## config.mk

```make
export PLATFORM = sky130hd
export DESIGN_NAME = date_add_days
export DESIGN_NICKNAME = d
export VERILOG_FILES = /design/src/rtl/dad_pkg.sv /design/src/rtl/dad_step.sv /design/src/rtl/date_add_days.sv
export SDC_FILE = /design/constraint.sdc
export NUM_CORES = 1
export LEC_CHECK = 0
export BUFFER_PORTS_ARGS = -buffer_cell sky130_fd_sc_hd__buf_2
export CAP_MARGIN = 20
export CELL_PAD_IN_SITES_DETAIL_PLACEMENT = 2
export CELL_PAD_IN_SITES_GLOBAL_PLACEMENT = 2
export CORE_MARGIN = 8
export CORE_UTILIZATION = 34
export CTS_CLUSTER_DIAMETER = 150
export DETAILED_ROUTE_END_ITERATION = 8
export PLACE_DENSITY = 0.74
export SYNTH_ARGS = -nofsm -noshare
export SYNTH_HDL_FRONTEND = slang
export SYNTH_SLANG_ARGS = --single-unit
```

## constraint.sdc

```tcl
create_clock -name clk -period 8.9 [get_ports clk]
set_input_delay 0.445 -clock clk [delete_from_list [all_inputs] [get_ports clk]]
set_output_delay 0.445 -clock clk [all_outputs]
set_load 0.05 [all_outputs]
```

## src/rtl/dad_pkg.sv

```systemverilog
// Shared types, constants and calendar functions for the date add-days block.
`timescale 1ns / 1ps
package dad_pkg;

	// Field widths
	localparam int YEAR_W   = 14;
	localparam int MONTH_W  = 4;
	localparam int DAY_W    = 5;
	localparam int OFF_W    = 17;
	localparam int STATUS_W = 2;
	// Running day count: day of month plus a full-range offset
	localparam int DACC_W   = 18;
	// Year modulo 400
	localparam int Y400_W   = 9;

	localparam int MAX_YEAR   = 9999;
	localparam int MAX_OFFSET = 65535;

	localparam logic [YEAR_W-1:0]  MAX_YEAR_V = YEAR_W'(MAX_YEAR);
	localparam logic [YEAR_W-1:0]  YEAR_ONE   = YEAR_W'(1);
	localparam logic [Y400_W-1:0]  Y400_LAST  = Y400_W'(399);
	localparam logic [YEAR_W-1:0]  CYCLE_400  = YEAR_W'(400);
	localparam logic [MONTH_W-1:0] JAN        = MONTH_W'(1);
	localparam logic [MONTH_W-1:0] FEB        = MONTH_W'(2);
	localparam logic [MONTH_W-1:0] DEC        = MONTH_W'(12);

	// Status codes
	localparam logic [STATUS_W-1:0] ST_OK       = 2'd0;
	localparam logic [STATUS_W-1:0] ST_BAD_DATE = 2'd1;
	localparam logic [STATUS_W-1:0] ST_YEAR_OOR = 2'd2;

	// Month lengths for a common year, unused codes read as zero
	localparam logic [DAY_W-1:0] MONTH_LEN [0:15] = '{
		5'd0, 5'd31, 5'd28, 5'd31, 5'd30, 5'd31, 5'd30, 5'd31,
		5'd31, 5'd30, 5'd31, 5'd30, 5'd31, 5'd0, 5'd0, 5'd0
	};

	// Leap year from year mod 400: divisible by 4, and not a century unless
	// the 400-year mark
	function automatic logic is_leap(input logic [Y400_W-1:0] y400);
		is_leap = (y400[1:0] == 2'b00) && (y400 != Y400_W'(100)) &&
			(y400 != Y400_W'(200)) && (y400 != Y400_W'(300));
	endfunction

	function automatic logic [DAY_W-1:0] days_in(input logic [MONTH_W-1:0] month,
		input logic leap);
		if (month == FEB && leap) begin
			days_in = DAY_W'(29);
		end else begin
			days_in = MONTH_LEN[month];
		end
	endfunction

	// Walk state handed to the carry/borrow unit
	typedef struct packed {
		logic                     fwd;
		logic signed [DACC_W-1:0] day;
		logic [MONTH_W-1:0]       month;
		logic [YEAR_W-1:0]        year;
		logic [Y400_W-1:0]        y400;
	} step_in_t;

	// Result of one carry/borrow step
	typedef struct packed {
		logic                     done;
		logic                     ovf;
		logic signed [DACC_W-1:0] day;
		logic [MONTH_W-1:0]       month;
		logic [YEAR_W-1:0]        year;
		logic [Y400_W-1:0]        y400;
	} step_out_t;

endpackage

```

## src/rtl/dad_step.sv

```systemverilog
// Month carry/borrow unit: one shared add of a month length per step.
`timescale 1ns / 1ps
module dad_step
	import dad_pkg::*;
(
	input  step_in_t  si,
	output step_out_t so
);

	logic [MONTH_W-1:0]       prev_month, next_month, sel_month;
	logic [YEAR_W-1:0]        prev_year, next_year;
	logic [Y400_W-1:0]        prev_y400, next_y400, sel_y400;
	logic [DAY_W-1:0]         dim;
	logic signed [DACC_W-1:0] dim_ext, addend, sum;

	// Neighbor months, with year and year-mod-400 wrap
	always_comb begin
		if (si.month == JAN) begin
			prev_month = DEC;
			prev_year  = si.year - YEAR_ONE;
			prev_y400  = (si.y400 == '0) ? Y400_LAST : si.y400 - Y400_W'(1);
		end else begin
			prev_month = si.month - MONTH_W'(1);
			prev_year  = si.year;
			prev_y400  = si.y400;
		end
		if (si.month == DEC) begin
			next_month = JAN;
			next_year  = si.year + YEAR_ONE;
			next_y400  = (si.y400 == Y400_LAST) ? '0 : si.y400 + Y400_W'(1);
		end else begin
			next_month = si.month + MONTH_W'(1);
			next_year  = si.year;
			next_y400  = si.y400;
		end
	end

	// Forward subtracts the current month, backward adds the previous one
	assign sel_month = si.fwd ? si.month : prev_month;
	assign sel_y400  = si.fwd ? si.y400 : prev_y400;
	assign dim       = days_in(sel_month, is_leap(sel_y400));
	assign dim_ext   = signed'({{(DACC_W-DAY_W){1'b0}}, dim});
	assign addend    = si.fwd ? -dim_ext : dim_ext;
	assign sum       = si.day + addend;

	always_comb begin
		so.day = sum;
		if (si.fwd) begin
			so.done  = (sum <= 0);
			so.ovf   = (si.month == DEC) && (si.year >= MAX_YEAR_V);
			so.month = next_month;
			so.year  = next_year;
			so.y400  = next_y400;
		end else begin
			so.done  = (si.day > 0);
			so.ovf   = (si.month == JAN) && (si.year <= YEAR_ONE);
			so.month = prev_month;
			so.year  = prev_year;
			so.y400  = prev_y400;
		end
	end

endmodule

```

## src/rtl/date_add_days.sv

```systemverilog
// Top level: sequencer, walk registers and output register for date plus days.
// Each transaction is accepted, has its year reduced mod 400 (R = year/400 subtractions,
// at most 40) and its date checked, walks the months (M = months carried or borrowed,
// about 2160 at 65535 days) and then loads the output register; an invalid date skips
// the walk. One transaction at a time; the walk steps one month per cycle.
// Reset: arst_n asynchronous, active low; clears sequencer and output valid.
`timescale 1ns / 1ps
module date_add_days
	import dad_pkg::*;
(
	input  logic                     clk,
	input  logic                     arst_n,
	input  logic                     in_valid,
	output logic                     in_stall,
	input  logic [YEAR_W-1:0]        in_year,
	input  logic [MONTH_W-1:0]       in_month,
	input  logic [DAY_W-1:0]         in_day,
	input  logic signed [OFF_W-1:0]  offset_days,
	output logic                     out_valid,
	input  logic                     out_stall,
	output logic [YEAR_W-1:0]        out_year,
	output logic [MONTH_W-1:0]       out_month,
	output logic [DAY_W-1:0]         out_day,
	output logic [STATUS_W-1:0]      status
);

	localparam logic [2:0] S_IDLE  = 3'd0;
	localparam logic [2:0] S_MOD   = 3'd1;
	localparam logic [2:0] S_CHECK = 3'd2;
	localparam logic [2:0] S_WALK  = 3'd3;
	localparam logic [2:0] S_DONE  = 3'd4;

	localparam logic signed [DACC_W-1:0] OFF_MAX = DACC_W'(MAX_OFFSET);

	logic [2:0]               state_q;
	logic [YEAR_W-1:0]        year_q, rem_q;
	logic [MONTH_W-1:0]       month_q;
	logic signed [DACC_W-1:0] day_q, off_q;
	logic                     fwd_q;
	logic [STATUS_W-1:0]      st_q;

	logic                     out_valid_q;
	logic [YEAR_W-1:0]        out_year_q;
	logic [MONTH_W-1:0]       out_month_q;
	logic [DAY_W-1:0]         out_day_q;
	logic [STATUS_W-1:0]      status_q;

	logic                     in_acc, out_free, date_ok;
	logic signed [DACC_W-1:0] off_ext, off_sat;
	logic [DAY_W-1:0]         dim_chk;
	step_in_t                 step_i;
	step_out_t                step_o;

	assign in_acc   = in_valid && !in_stall;
	assign in_stall = (state_q != S_IDLE);
	assign out_free = !out_valid_q || !out_stall;

	// Offset clamp to +/- MAX_OFFSET
	assign off_ext = signed'({offset_days[OFF_W-1], offset_days});
	always_comb begin
		if (off_ext > OFF_MAX) begin
			off_sat = OFF_MAX;
		end else if (off_ext < -OFF_MAX) begin
			off_sat = -OFF_MAX;
		end else begin
			off_sat = off_ext;
		end
	end

	// Input date check, with year mod 400 already reduced
	assign dim_chk = days_in(month_q, is_leap(rem_q[Y400_W-1:0]));
	assign date_ok = (year_q >= YEAR_ONE) && (year_q <= MAX_YEAR_V) &&
		(month_q >= JAN) && (month_q <= DEC) && (day_q >= 1) &&
		(day_q <= signed'({{(DACC_W-DAY_W){1'b0}}, dim_chk}));

	assign step_i.fwd   = fwd_q;
	assign step_i.day   = day_q;
	assign step_i.month = month_q;
	assign step_i.year  = year_q;
	assign step_i.y400  = rem_q[Y400_W-1:0];

	dad_step u_step (
		.si(step_i),
		.so(step_o)
	);

	// Sequencer
	always_ff @(posedge clk or negedge arst_n) begin
		if (!arst_n) begin
			state_q <= S_IDLE;
		end else begin
			case (state_q)
				S_IDLE: begin
					if (in_acc) state_q <= S_MOD;
				end
				S_MOD: begin
					if (rem_q < CYCLE_400) state_q <= S_CHECK;
				end
				S_CHECK: begin
					state_q <= date_ok ? S_WALK : S_DONE;
				end
				S_WALK: begin
					if (step_o.done || step_o.ovf) state_q <= S_DONE;
				end
				S_DONE: begin
					if (out_free) state_q <= S_IDLE;
				end
				default: state_q <= S_IDLE;
			endcase
		end
	end

	// Walk registers
	always_ff @(posedge clk) begin
		case (state_q)
			S_IDLE: begin
				if (in_acc) begin
					year_q  <= in_year;
					rem_q   <= in_year;
					month_q <= in_month;
					day_q   <= signed'({{(DACC_W-DAY_W){1'b0}}, in_day});
					off_q   <= off_sat;
				end
			end
			S_MOD: begin
				if (rem_q >= CYCLE_400) rem_q <= rem_q - CYCLE_400;
			end
			S_CHECK: begin
				day_q <= day_q + off_q;
				fwd_q <= !off_q[DACC_W-1];
				st_q  <= date_ok ? ST_OK : ST_BAD_DATE;
			end
			S_WALK: begin
				if (step_o.done) begin
					st_q <= ST_OK;
				end else if (step_o.ovf) begin
					st_q <= ST_YEAR_OOR;
				end else begin
					day_q   <= step_o.day;
					month_q <= step_o.month;
					year_q  <= step_o.year;
					rem_q   <= {{(YEAR_W-Y400_W){1'b0}}, step_o.y400};
				end
			end
			default: begin
			end
		endcase
	end

	// Output register
	always_ff @(posedge clk or negedge arst_n) begin
		if (!arst_n) begin
			out_valid_q <= 1'b0;
		end else if (state_q == S_DONE && out_free) begin
			out_valid_q <= 1'b1;
		end else if (!out_stall) begin
			out_valid_q <= 1'b0;
		end
	end

	always_ff @(posedge clk) begin
		if (state_q == S_DONE && out_free) begin
			status_q <= st_q;
			if (st_q == ST_OK) begin
				out_year_q  <= year_q;
				out_month_q <= month_q;
				out_day_q   <= day_q[DAY_W-1:0];
			end else begin
				out_year_q  <= '0;
				out_month_q <= '0;
				out_day_q   <= '0;
			end
		end
	end

	assign out_valid = out_valid_q;
	assign out_year  = out_year_q;
	assign out_month = out_month_q;
	assign out_day   = out_day_q;
	assign status    = status_q;

	// Checks
	a_err_zero: assert property (@(posedge clk) disable iff (!arst_n)
		(out_valid && status != ST_OK) |->
			(out_year == '0 && out_month == '0 && out_day == '0))
		else $error("error status with nonzero date");

	a_ok_range: assert property (@(posedge clk) disable iff (!arst_n)
		(out_valid && status == ST_OK) |->
			(out_month >= JAN && out_month <= DEC && out_day != '0 &&
			 out_year >= YEAR_ONE && out_year <= MAX_YEAR_V))
		else $error("ok result outside calendar range");

	a_accept_mod: assert property (@(posedge clk) disable iff (!arst_n)
		(in_valid && !in_stall) |=> (state_q == S_MOD))
		else $error("accepted transaction did not start reduction");

	a_walk_month: assert property (@(posedge clk) disable iff (!arst_n)
		(state_q == S_WALK) |-> (month_q >= JAN && month_q <= DEC &&
			year_q >= YEAR_ONE && rem_q < CYCLE_400))
		else $error("walk state out of range");

endmodule

```

==> results of run 1 <==
-- layer usage --
layer  global-route usage  wire length (um)  vias up
met5                    0                13        -
met4               0.0623               616        2
met3               0.0280               745       42
met2                0.351             14000      105
met1                0.229             11900     3551
li1                     -                 -     3435
-- registers in the layout, summed over array words and instances, names as in the netlist --
name,count
day_q,18
fwd_q,1
month_q,4
off_q,17
out_day,5
out_month,4
out_valid,1
out_year,14
rem_q,14
st_q,2
state_q,3
status,2
year_q,14
-- Yosys cell counts (all sizes together), types with 7 or more instances --
library cell and count:
a22o 7, o21a 8, a21o 17, a2111oi 7, clkbuf 39, edfxtp 95, and2 21, or2 10
o211ai 7, nand2 82, or3 11, nor2 54, inv 35, xor2 20, a21oi 52, nor2b 24
o22ai 12, nor4 14, nand2b 14, o21bai 7, nand3 19, buf 10, o21ai 77, ha 57
nor3 34, a31oi 11, o31ai 8, xnor2 30, a211oi 13
-- critical path: stages (launching register included) --
cell	delay [ns]
edfxtp_1	0.50
inv_1	0.17
ha_1	0.23
or3b_4	0.47
nor4b_1	0.60
nor2_1	0.26
a41oi_2	0.27
nand3_1	0.10
or4b_1	0.62
a31oi_1	0.26
ha_1	0.21
ha_1	0.23
a21o_1	0.16
ha_1	0.32
o21ai_0	0.08
o21ai_0	0.41
nand4b_1	0.35
a21oi_1	0.43
nor2_1	0.09
o311ai_1	0.38
nor4_2	0.14
a211oi_4	0.42
o21ai_0	0.17
a21oi_1	0.61
-- worst max-delay path by stage --
stage | start | endpoint | slack [ns]
floorplan | month_q[1]$_DFFE_PP_ | day_q[0]$_DFFE_PP_ | 1.47
global placement | month_q[1]$_DFFE_PP_ | day_q[2]$_DFFE_PP_ | 1.09
detailed placement | month_q[1]$_DFFE_PP_ | day_q[2]$_DFFE_PP_ | 0.79
CTS | month_q[1]$_DFFE_PP_ | day_q[2]$_DFFE_PP_ | 0.73
global route | month_q[1]$_DFFE_PP_ | year_q[3]$_DFFE_PP_ | 0.35
finish | month_q[1]$_DFFE_PP_ | rem_q[5]$_DFFE_PP_ | 1.06
-- kinds of logic after synthesis --
family,synth area share
compound gates,0.227
xor+xnor,0.0544
fa+ha+maj,0.0964
buf+inv,0.0434
flops,0.367
mux,0.00762
simple gates,0.204
-- power by group through the flow --
stage          combinational [mW]  sequential, mW  clock, mW
2_1_floorplan               0.995           0.738          0
3_5_place_dp                 1.31           0.823          0
5_1_grt                      1.48           0.831      0.457
3_3_place_gp                 1.28           0.819          0
6_report                     1.32           0.812      0.433
4_1_cts                      1.33           0.813      0.448
-- through the flow --
stage	util	area, um2	power (mW)	cells
6_report	0.387	9030	2.57	1261
2_1_floorplan	-	8040	1.73	890
4_1_cts	0.386	9020	2.59	1260
5_1_grt	0.387	9030	2.77	1261
3_5_place_dp	0.372	8690	2.14	1243
3_3_place_gp	0.372	8690	2.10	1243
-- cell type report --
class	count	area, um2	share of cell area
timing repair buffer	85	473	0.0524
tap	319	399	0.0442
clock buffer	9	225	0.0249
inverter	36	135	0.0150
clock inverter	7	91.3	0.0101
multi-input combinational	706	4750	0.526
sequential	99	2950	0.327
==> impl_metrics.csv, run 1 <==
group,metric,value,unit
sta,fin_setup_tns,0,ns
worst_setup_path,timing.rr.start,"month_q[1]$_DFFE_PP_",
pwr,power.leakage,3.44,nW
pwr,internal_power,1.40,mW
grt,grt_pass1_wl,44.0,mm
cts,cts_setup_buffers,0,
cells_and_area,layout-drive-gt1-share,0.136,
worst_setup_path,cp_data_required_time,8.90,ns
grt,grt_max_degree,51,
routing,drtAntennaViolNets,0,
pwr,swShare,0.455,
cts,cts.sinks,99,
routing,num_vias,7135,
cells_and_area,diodes,0,
sta,finalSetupViolCount,0,
yosys,syn_nets,993,
grt,overflow,0,
grt,antenna_found_initial,1,
cts,cts_buffers,9,
die,ioPinCount,71,
yosys,ys_ff_latch,99,
cells_and_area,nFillCells,2627,
grt,grtUsageTotal,0.193,
yosys,ys.flop_type,"edfxtp_1",
die,dieWidth,170,um
cts,ctsHoldBuffers,1,
yosys,async_reset_ff_frac,0.0404,
cells_and_area,syn_to_final_growth,12.3,%
yosys,synth_area_leaders,"edfxtp_1 (35%), ha_1 (8.9%), o21ai_0 (4.7%)",
worst_setup_path,reg2reg_depth,23,
sta,hold_viol_final,0,
sta,rsz0062_at_grt,"false",
cts,htree_levels,3,
worst_hold_path,worstHoldPathType,"primary input to flip-flop",
pwr,p_per_area,284,nW/um2
worst_hold_path,hold_end,"day_q[4]$_DFFE_PP_",
die,die_h,170,um
worst_setup_path,endpoint_kind,"flip-flop",
worst_setup_path,startpoint_type,"flip-flop",
job,maxCapViolations,0,
yosys,synth_edf_count,95,
sta,fin_crit,7.84,ns
placement,portBuffers,70,
pwr,seqPwrFrac,0.316,
cts,insertion_delay,0.37,ns
die,start_util,0.345,
worst_hold_path,hold_start,"in_day[4]",
sta,holdWs,0.348,ns
cts,clk_pin_slew_worst_paths,0.08,ns
cts,cts_root_buffer,"clkbuf_16",
cells_and_area,most-common-layout-cells,"edfxtp_1 (95), nand2_1 (82), o21ai_0 (76)",
worst_setup_path,worstPathArrival,7.84,ns
routing,wirelength,27.2,mm
die,dieArea,28800,um2
cts,ctsResizeCount,0,
sta,final.period_utilization,0.881,
yosys,syn_area_per_cell,9.04,um2
yosys,synth.top_cell.area_share,0.355,
die,rows,56,
worst_setup_path,crit_type,"flip-flop to flip-flop",
yosys,synth_cell_types,86,
yosys,synthCells,890,
cts,clockBufferDepth,2,
yosys,syn-cell-area,8040,um2
routing,drt_first_iter_violations,242,
cells_and_area,layout_commonest_cell,"edfxtp_1",
sta,max_freq,128,MHz
sta,max_slew_margin,0.365,
cts,cts_tree,"done",
worst_setup_path,r2r-end,"rem_q[5]$_DFFE_PP_",
worst_setup_path,crit_fanout,11,
yosys,synth_top_cell_by_area,"edfxtp_1",
pwr,switchingPower,1.17,mW
sta,slew_viol_final,0,
worst_hold_path,min_delay_path_depth,3,
routing,routed_via_density,5.66,
outcome,status,"complete, no violations",
cells_and_area,nets,1040,
routing,wire_per_inst,21.6,um
placement,hpwlAfterDp,21.2,mm
routing,drc_errors,0,
sta,worst_clock_skew,0.0123,ns
die,core-area,23300,um2
worst_setup_path,r2r_slack,1.06,ns
yosys,yosys_warnings,0,
placement,place_congestion,0.880,
pwr,clock_power_share,0.169,
sta,worst_slew_pin_slew,0.942,ns
placement,dp_slack,0.786,ns
grt,grt_pass1_vias,7896,
pwr,ir_drop,0.000105,V
pwr,pwr-share-comb,0.515,
sta,fin_ws,1.06,ns
yosys,ys_seq_area_frac,0.367,
routing,drt-pass1-iter-count,4,
(Power assumes the default switching activity.)
==> run 2: changes to the inputs <==
- PLACE_DENSITY: 0.74 -> 0.73
- SYNTH_HIERARCHICAL: unset -> 1
==> run 2 against run 1 <==
Sequential cell count unchanged. Synthesized cell count shrank 0.90%. Sequential share of layout area is 0.37 points lower. Final cell count rose by 0.16%. Register-to-register slack better by 0.11 ns. Worst hold slack improved by 0.017 ns. Fmax grew 1.4%. Worst setup slack gained 0.11 ns. Die area grew 0.78%. Combinational power increased by 6%.
==> impl_metrics.csv, run 2 <==
group,metric,value,unit
cts,cts_root_buffer,"clkbuf_16",
yosys,synth_top_cell_by_area,"edfxtp_1",
cells_and_area,largest_reg_flops,18,
grt,overflow,0,
sta,holdWs,0.365,ns
worst_setup_path,crit_type,"flip-flop to flip-flop",
worst_setup_path,startpoint_type,"flip-flop",
worst_setup_path,r2r_slack,1.17,ns
cts,cts_tree,"done",
cts,htree_levels,3,
cells_and_area,most-common-layout-cells,"edfxtp_1 (95), nand2_1 (83), buf_2 (70)",
sta,worst_slew_pin_slew,0.935,ns
routing,wire_per_inst,21.5,um
sta,fin_setup_tns,0,ns
routing,drtAntennaViolNets,0,
yosys,synth_area_leaders,"edfxtp_1 (35%), ha_1 (8.3%), xnor2_1 (3.9%)",
yosys,syn_area_per_cell,9.20,um2
cells_and_area,layout_commonest_cell,"edfxtp_1",
die,dieWidth,170,um
worst_setup_path,endpoint_kind,"flip-flop",
worst_setup_path,worstPathArrival,7.70,ns
cells_and_area,layout-drive-gt1-share,0.136,
worst_setup_path,cp_data_required_time,8.87,ns
routing,num_vias,7154,
yosys,synth_most_common_cell,"edfxtp_1",
cells_and_area,largestRegisters,"day_q: 18 flops, off_q: 17 flops",
grt,grt_pass1_vias,7871,
job,maxCapViolations,0,
routing,drt-pass1-iter-count,4,
die,die_h,170,um
placement,hpwlAfterDp,21.0,mm
grt,antenna_found_initial,0,
routing,drt_first_iter_violations,289,
die,ioPinCount,71,
sta,fin_ws,1.17,ns
cells_and_area,nets,1039,
cells_and_area,syn_to_final_growth,12.6,%
worst_setup_path,crit_fanout,18,
sta,slew_viol_final,0,
routing,wirelength,27.1,mm
yosys,ys_ff_latch,99,
placement,place_congestion,0.836,
pwr,p_per_area,295,nW/um2
sta,fin_crit,7.73,ns
yosys,synthCells,882,
cts,ctsHoldBuffers,1,
yosys,synth_cell_types,87,
sta,worst_clock_skew,0.00835,ns
worst_hold_path,worstHoldPathType,"primary input to flip-flop",
sta,max_freq,129,MHz
cts,cts.sinks,99,
die,rows,56,
cells_and_area,top_register,"day_q",
placement,portBuffers,70,
die,dieArea,29100,um2
cts,clk_pin_slew_worst_paths,0.08,ns
cells_and_area,diodes,0,
grt,grt_max_degree,30,
outcome,status,"complete, no violations",
yosys,synth_edf_count,95,
grt,grtUsageTotal,0.190,
die,core-area,23500,um2
sta,final.period_utilization,0.869,
cts,ctsResizeCount,0,
cts,cts_setup_buffers,0,
placement,dp_slack,1.27,ns
placement,dp.cells,1245,
sta,finalSetupViolCount,0,
pwr,power.leakage,3.45,nW
cts,insertion_delay,0.36,ns
cts,clockBufferDepth,2,
sta,max_slew_margin,0.376,
routing,drc_errors,0,
yosys,synth.top_cell.area_share,0.352,
yosys,syn_nets,982,
yosys,syn-cell-area,8110,um2
sta,hold_viol_final,0,
yosys,ys_seq_area_frac,0.364,
routing,routed_via_density,5.66,
cts,cts_buffers,9,
pwr,ir_drop,0.000101,V
die,start_util,0.346,
sta,rsz0062_at_grt,"false",
grt,grt_pass1_wl,43.4,mm
yosys,synth_common_cells,"edfxtp_1 (95), nand2_1 (83), nor2_1 (71), a21oi_1 (61), ha_1 (54)",
yosys,async_reset_ff_frac,0.0404,
yosys,ys.flop_type,"edfxtp_1",
yosys,yosys_warnings,6,
cells_and_area,final_cells,1263,
## run 2: logic make-up (layout without fill, tap and decap cells)
family | count (synthesis) | after routing | share of synthesized area
adders and majority gates | 58 | 58 | 0.0910
AOI/OAI and AO/OA | 255 | 255 | 0.212
and+or+nand+nor | 321 | 321 | 0.206
xor gates and xnor gates | 58 | 58 | 0.0626
DFF | 99 | 99 | 0.364
muxes | 21 | 21 | 0.0287
buffers and inverters | 70 | 132 | 0.0353
## run 2: worst max-delay path, stage by stage (launching register included)
cell and delay (ns):
edfxtp_1 0.52, inv_1 0.21, ha_1 0.24, nor3b_4 0.34
nand3_2 0.21, o311ai_0 0.37, o221ai_1 0.29, nand4_1 0.15
o21ai_1 0.07, a221o_1 0.38, o211a_1 0.27, o21a_1 0.18
ha_1 0.19, ha_1 0.27, a21o_1 0.18, ha_1 0.33
a211oi_1 0.40, o21bai_1 0.15, a21oi_2 0.24, o21ai_0 0.13
a211oi_1 0.25, a21oi_1 0.09, nor4b_1 0.35, or4bb_1 0.48
o41ai_2 0.32, nor2_1 0.17, a21o_1 0.54
## run 2: layout make-up
cell class / count / area [um2]
inverters: 32 / 123
well taps: 319 / 399
clock buffers: 10 / 229
repair buffers: 84 / 465
multi-input cells: 713 / 4890
flip-flops and latches: 99 / 2950
clock inverters: 6 / 77.6
fillers: 2615 / 14300
## run 2: through the flow
step	instance area, um2	power (mW)	utilization
after floorplan	8110	1.86	-
after CTS	9120	2.72	0.388
after detailed placement	8800	2.27	0.375
after global routing	9130	2.90	0.389
final	9130	2.69	0.389
after global placement	8800	2.24	0.375
## run 2: path summary, 6_finish.rpt
kind	startpoint	to	depth (start not counted)
max in group asynchronous	arst_n	out_valid$_DFFE_PN0P_	2
max	month_q[1]$_DFFE_PP_	year_q[10]$_DFFE_PP_	26
min	in_month[2]	month_q[2]$_DFFE_PP_	2
max reg2reg	month_q[1]$_DFFE_PP_	year_q[10]$_DFFE_PP_	26
min reg2reg	st_q[0]$_SDFFCE_PP0P_	status[0]$_DFFE_PP_	0
min in group asynchronous	arst_n	state_q[1]$_DFFE_PN0P_	2
## run 2: per-layer routing
| metal | GRT usage | vias up | share of wire |
|---|---|---|---|
| li1 | - | 3428 | - |
| met1 | 0.228 | 3560 | 0.45 |
| met2 | 0.337 | 120 | 0.50 |
| met3 | 0.0259 | 46 | 0.023 |
| met4 | 0.0801 | 0 | 0.033 |
| met5 | 0 | - | 0 |
## run 2: power breakdown
group	total, mW	switching [mW]	internal (mW)
Sequential	0.868	0.197	0.671
Combinational	1.40	0.853	0.548
Clock	0.426	0.201	0.225
